File: src/hdl/boi_pkg.sv
// Shared types for the bicycle odometry integrator: payloads and unit handshakes.
package boi_pkg;

  localparam int CfgIdxW = 3;

  typedef enum logic [CfgIdxW-1:0] {
    CfgWheelbase    = 3'd0,
    CfgThreshold    = 3'd1,
    CfgStartX       = 3'd2,
    CfgStartY       = 3'd3,
    CfgStartHeading = 3'd4
  } cfg_idx_e;

  typedef struct packed {
    logic              operation;
    logic signed [15:0] speed;
    logic signed [15:0] steer_angle;
    logic [19:0]        dt_us;
  } in_item_t;

  typedef struct packed {
    logic signed [31:0] pos_x;
    logic signed [31:0] pos_y;
    logic signed [31:0] heading;
    logic signed [15:0] vel_term_a;
    logic signed [15:0] vel_term_b;
    logic signed [15:0] yaw_rate;
    logic signed [15:0] yaw_term_a;
    logic signed [15:0] yaw_term_b;
    logic               reset_ack;
  } out_item_t;

  typedef struct packed {
    logic        start;
    logic [31:0] angle;
  } cor_req_t;

  typedef struct packed {
    logic               done;
    logic signed [33:0] sin_v;
    logic signed [33:0] cos_v;
  } cor_res_t;

  typedef struct packed {
    logic        start;
    logic [63:0] num;
    logic [25:0] den;
    logic [5:0]  iters;
  } div_req_t;

  typedef struct packed {
    logic        done;
    logic [47:0] quot;
  } div_res_t;

endpackage

File: src/hdl/boi_divider.sv
// Restoring shift-subtract divider of unsigned magnitudes, one quotient bit per cycle.
module boi_divider (
  input  logic             clk_i,
  input  logic             rst_ni,
  input  boi_pkg::div_req_t req_i,
  output boi_pkg::div_res_t res_o
);

  logic [63:0] num_q;
  logic [25:0] rem_q, den_q;
  logic [5:0]  cnt_q;
  logic        busy_q, done_q;

  logic [26:0] trial;
  logic [27:0] diff;
  logic        ge;

  assign trial = {rem_q, num_q[63]};
  assign diff  = {1'b0, trial} - {2'b00, den_q};
  assign ge    = !diff[27];

  always_ff @(posedge clk_i or negedge rst_ni) begin
    if (!rst_ni) begin
      busy_q <= 1'b0;
      done_q <= 1'b0;
      cnt_q  <= '0;
    end else begin
      done_q <= 1'b0;
      if (req_i.start) begin
        num_q  <= req_i.num;
        den_q  <= req_i.den;
        rem_q  <= '0;
        cnt_q  <= req_i.iters;
        busy_q <= 1'b1;
      end else if (busy_q) begin
        rem_q <= ge ? diff[25:0] : trial[25:0];
        num_q <= {num_q[62:0], ge};
        cnt_q <= cnt_q - 6'd1;
        if (cnt_q == 6'd1) begin
          busy_q <= 1'b0;
          done_q <= 1'b1;
        end
      end
    end
  end

  assign res_o.done = done_q;
  assign res_o.quot = num_q[47:0];

endmodule

File: config.mk
export PLATFORM = sky130hd
export DESIGN_NAME = boi_divider
export DESIGN_NICKNAME = d
export VERILOG_FILES = /design/src/hdl/boi_pkg.sv /design/src/hdl/boi_divider.sv
export SDC_FILE = /design/constraint.sdc
export NUM_CORES = 1
export LEC_CHECK = 0
export ABC_AREA = 1
export CAP_MARGIN = 15
export CORE_ASPECT_RATIO = 1.2
export CORE_MARGIN = 2
export CORE_UTILIZATION = 52
export CTS_CLUSTER_SIZE = 28
export DETAILED_ROUTE_END_ITERATION = 8
export DONT_BUFFER_PORTS = 1
export PLACE_DENSITY = 0.7
export SLEW_MARGIN = 5
export SYNTH_ARGS = -nofsm -noshare
export SYNTH_HDL_FRONTEND = slang
export SYNTH_SLANG_ARGS = --single-unit
export TNS_END_PERCENT = 100
File: constraint.sdc
create_clock -name clk_i -period 3.8 [get_ports clk_i]
set_clock_uncertainty 0.1 [all_clocks]
set_input_delay 0.38 -clock clk_i [delete_from_list [all_inputs] [get_ports clk_i]]
set_output_delay 0.38 -clock clk_i [all_outputs]
set_load 0.02 [all_outputs]
# --- After elaboration in Yosys (flattened, before gate mapping) ---
# Index checks and enable logic that the tools add are counted.
classes:
  add_sub_neg: 2
  mul: 0
  div: 0
  order_cmp: 0
  n_eq_ne: 1
  n_shift: 0
  n_mux: 12
  bitwise: 0
  n_reduce_logical: 4
ops:
  columns: ["op", "n"]
  rows:
  - ["two-way mux 64 bit", 2]
  - ["two-way mux 26 bit", 2]
  - ["subtractor 27 x 26 -> 28 bit", 1]
  - ["two-way mux 6 bit", 2]
  - ["equality test 6 x 1 -> 1 bit, second input constant", 1]
  - ["two-way mux 1 bit", 6]
  - ["subtractor 6 x 1 -> 6 bit, second input constant", 1]
  - ["AND reduction 2 bit", 2]
  - ["nonzero test 2 bit", 1]
  - ["zero test 1 bit", 1]
word_totals:
  regBits: 124
  latch_bits: 0
  mem_bits_rw: 0
  romBits: 0
  input_bits: 99
  output_inout_bits: 49
  memories: 0

# --- Logic depth before layout (Yosys ltp) ---
logic_depth:
  depth_word: 4
  depth_mapped: 15
  depth_no_buf: 15

# --- Worst setup path after synthesis ---
# Ideal clock, no wire load.
synth_timing:
  path_type: "input-to-reg"
  startpoint: "in req_i[96] (netlist bit)"
  endpoint: "reg num_q[0] (enable)"
  setup_ns: 0.487
  t_arrival_ns: 3.818
  t_required_ns: 3.213
  path_slack_ns: -0.605
  path_stages: 5
  path_buffers: 3
  path_cell_list: "clkbuf_1 -> nor2_1 -> clkbuf_1 -> clkbuf_1 -> nor2_1"
synth_via:
  elab_chain_len: 2
synth_lines:
  columns: ["element", "line_no", "text"]
  rows:
  - ["start, declared", "boi_divider.sv:5", "input boi_pkg::div_req_t req_i,"]
  - ["nonzero test 2 bit (no source line)", null, null]
  - ["AND reduction 2 bit (no source line)", null, null]
  - ["end signal, assigned", "boi_divider.sv:30", "num_q <= req_i.num;"]
  - ["end signal, assigned", "boi_divider.sv:37", "num_q <= {num_q[62:0], ge};"]
  - ["end, declared", "boi_divider.sv:9", "logic [63:0] num_q;"]
# Every way passes these cells.
# A chain may end at the register's enable or synchronous reset.

# --- Final worst setup path ---
layout_timing:
  startpoint: "reg rem_q[19]"
  endpoint: "reg rem_q[13] (data pin)"
layout_via:
  elab_chain_len: 3
layout_lines:
  columns: ["element", "line_no", "text"]
  rows:
  - ["start, declared", "boi_divider.sv:10", "logic [25:0] rem_q, den_q;"]
  - ["start signal, assigned", "boi_divider.sv:36", "rem_q <= ge ? diff[25:0] : trial[25:0];"]
  - ["subtractor 27 x 26 -> 28 bit", "boi_divider.sv:19", "assign diff = {1'b0, trial} - {2'b00, den_q};"]
  - ["two-way mux 26 bit", "boi_divider.sv:36", null]
  - ["two-way mux 26 bit", "boi_divider.sv:35", "end else if (busy_q) begin"]
# Every way passes these cells.

==> summary.txt <==
Mean Syn Cell Area - 7.95 sq um
Cell variety after synth - 39
endpoints failing setup - 0
Power per Cell Area - 530 nW/um^2
simple logic cell fraction of the synthesized area - 31.0%
Syn. warnings - 0
Least-Margin Pin Slew - 819 ps
CTS root buf - clkbuf_16
Final Cycle Share - 69.2%
worst ir drop on vdd - 0.390 mV
Rows - 49
pins over their slew limit - 0
CTS tree - yes
Worst Setup Path Type - reg -> reg
worst skew pair latency - 420 ps
Clock Tree Buf Depth - 2
Critical Path Start - rem_q[19]
crit path to - rem_q[13]
dpl hpwl - 12500 microns
post-route setup TNS - 0 ps
Worst Path Required - 3840 ps
P_leak - 4.31 nW
clock-pin slew on the worst setup and hold paths - 60 ps
largest net degree at the start of global routing - 72
Hold Slack - 13.0 ps
met1 Use GR - 27.8%
worst reg-to-reg setup slack - 1170 ps
final count of hold timing violations - 0
cell count after synthesis - 1003
DRT iter0 DRCs - 355
fill count - 1404
die width - 117 microns
fraction of layout cells with a size suffix above 1 - 8.62%
Sequential Area - 3680 sq um
CTS Buf Count - 17
Compound-Gate Fraction of Synth Area - 3.11%
reg2reg start - rem_q[19]
gr usage total - 22.8%
core area - 15000 sq um
Vias/cell - 4.99
FMAX - 380 MHz
WL final - 17700 microns
fin crit period - 2630 ps
die extent in y - 140 microns
post-synthesis xor/xnor area fraction - 1.32%
met3 Usage GRT - 7.49%
Setup crit end kind - flip-flop
Data arrival, critical path - 2670 ps
global-route wire length before repair - 28500 microns
max-cap violation count - 0
Tightest Hold Check Type - in -> reg
synthesized area - 7980 sq um
Vias - 5992
Startpoint Class - flip-flop
vias in the first global route - 5873
Port Buffer Count - 0
Top Ports - 148
Multi-input gate area - 3210 sq um
Final Non-Filler Cells - 1202
reg2reg end - rem_q[13]
Final Total Pwr - 4.63 mW
Pre-Repair DR Iteration Count - 8
FF-to-FF path depth - 10
largest family of logic cells by synthesized area - simple AND/OR/NAND/NOR gates
Nets - 1113
die footprint - 16300 sq um
Max FO, Critical Path - 28
post-synthesis mux area share - 0%
RSZ-0062 raised after global routing - no
synthesis-to-finish area growth - 9.49%
Initial Util - 53.1%
GR Overflow Total - 0
ant diodes - 0
H-tree levels - 4
Placed Cells incl. Taps - 1138
status - finished clean
syn_nets - 1131
busiest layer in global routing - met2
Post-Synth Adder-Cell Area - 4.64%
Post-CTS Setup Bufs - 0
Residual DRC - 0
antenna violations before repair - 0
post-route ant nets - 0
headroom to the max-slew limit - 45.3%
WL per Instance - 14.7 microns
RD Place Congestion - 0.924
# clock sinks - 124
post-synthesis sequential area ratio - 46.2%
#FFs+latches synth - 124
grt met2 use - 37.8%
registers in the layout (all words and copies together) (netlist names):
register and cells:
den_q 26, done_q 1, num_q 64, rem_q 26
busy_q 1, cnt_q 6
per-stage QoR:
| step | area (sq um) | utilization [%] | worst slack (ps) |
|---|---|---|---|
| final | 8730 | 58.1 | 1170 |
| after global routing | 8730 | 58.1 | 948 |
| after CTS | 8710 | 58.0 | 1170 |
| after detailed placement | 7750 | 51.6 | 1190 |
| after global placement | 7750 | 51.6 | 1220 |
| after floorplan | 7980 | - | 468 |
Yosys cell counts (all sizes together):
cell type / number / area, sq um
xor2: 2 / 17.5
fa: 1 / 20.0
o21bai: 1 / 7.51
nor2: 42 / 163
o211ai: 3 / 22.5
inv: 150 / 563
a221o: 1 / 10.0
dfrtp: 8 / 200
nand2: 435 / 1690
edfxtp: 116 / 3480
buf: 64 / 490
a21oi: 16 / 91.3
nand3: 71 / 448
o31ai: 1 / 7.51
and2: 1 / 8.76
clkbuf: 11 / 41.3
xnor2: 10 / 87.6
nand3b: 12 / 90.1
nand4: 9 / 56.3
a31oi: 1 / 6.26
o311ai: 1 / 8.76
o21ai: 14 / 85.1
o221ai: 1 / 8.76
ha: 28 / 350
nor3: 2 / 10.0
or2: 2 / 12.5
area by class of cell:
| cell class | instances | area share (%) |
|---|---|---|
| clock inverter | 15 | 2.35 |
| timing repair buffer | 38 | 4.50 |
| inverter | 150 | 6.45 |
| sequential | 124 | 42.2 |
| multi-input combinational | 654 | 36.7 |
| tap | 204 | 2.92 |
| clock buffer | 17 | 4.87 |
placed cells by master, fill, tap and decap left out, types with 4 or more instances in the layout:
cell type        n
a21oi_1         15
buf_4            6
clkbuf_16       17
clkinv_4         5
dfrtp_1          8
dlygate4sd3_1   30
edfxtp_1       116
ha_1            28
inv_1          145
inv_2            5
inv_8            4
nand2_1        421
nand2_2         12
nand3_1         54
nand3_2         16
nand3b_1        12
nand4_1          9
nor2_1          38
o21ai_1          7
o21ai_2          4
xnor2_1         10
report_power, final:
group / switching [mW] / internal (mW)
Combinational: 0.683 / 0.406
Sequential: 0.136 / 1.67
Clock: 0.669 / 1.06
worst min-delay path by stage:
| stage | start | endpoint | cells after the start |
|---|---|---|---|
| after floorplan | rst_ni | busy_q | 0 |
| after global routing | req_i[96] | cnt_q[1] | 2 |
| after global placement | rst_ni | cnt_q[0] | 0 |
| after detailed placement | rst_ni | cnt_q[3] | 0 |
| final | req_i[96] | cnt_q[4] | 2 |
| after CTS | req_i[5] | cnt_q[5] | 2 |
layer usage:
| layer | vias to the layer above | wire, microns |
|---|---|---|
| met2 | 190 | 8980 |
| li1 | 3079 | - |
| met1 | 2701 | 7280 |
| met5 | - | 0 |
| met3 | 22 | 1160 |
| met4 | 0 | 250 |
timing repair:
action | 4_1_cts | 5_1_grt
gates resized for setup | 0 | 0
hold endpoints to repair | 63 | 0
setup endpoints to repair | 0 | 0
hold buffers | 31 | 0
critical path, cell delays in order, from the launching register on:
cell,delay (ps)
edfxtp_1,430
ha_1,400
nand2_1,130
nor2_1,200
nand2_1,130
nor2_2,140
nand2_4,240
nand2_8,330
nand2_1,90
nand3_1,70
o21ai_0,80
cells by family (layout without fill, tap and decap cells):
kind of cell	Yosys count	in the layout
simple gates	574	574
compound gates	39	39
flops	124	124
fa+ha+maj	29	29
xor+xnor	12	12
buf+inv	225	220
Note: power is estimated with default switching activity, not from simulation.
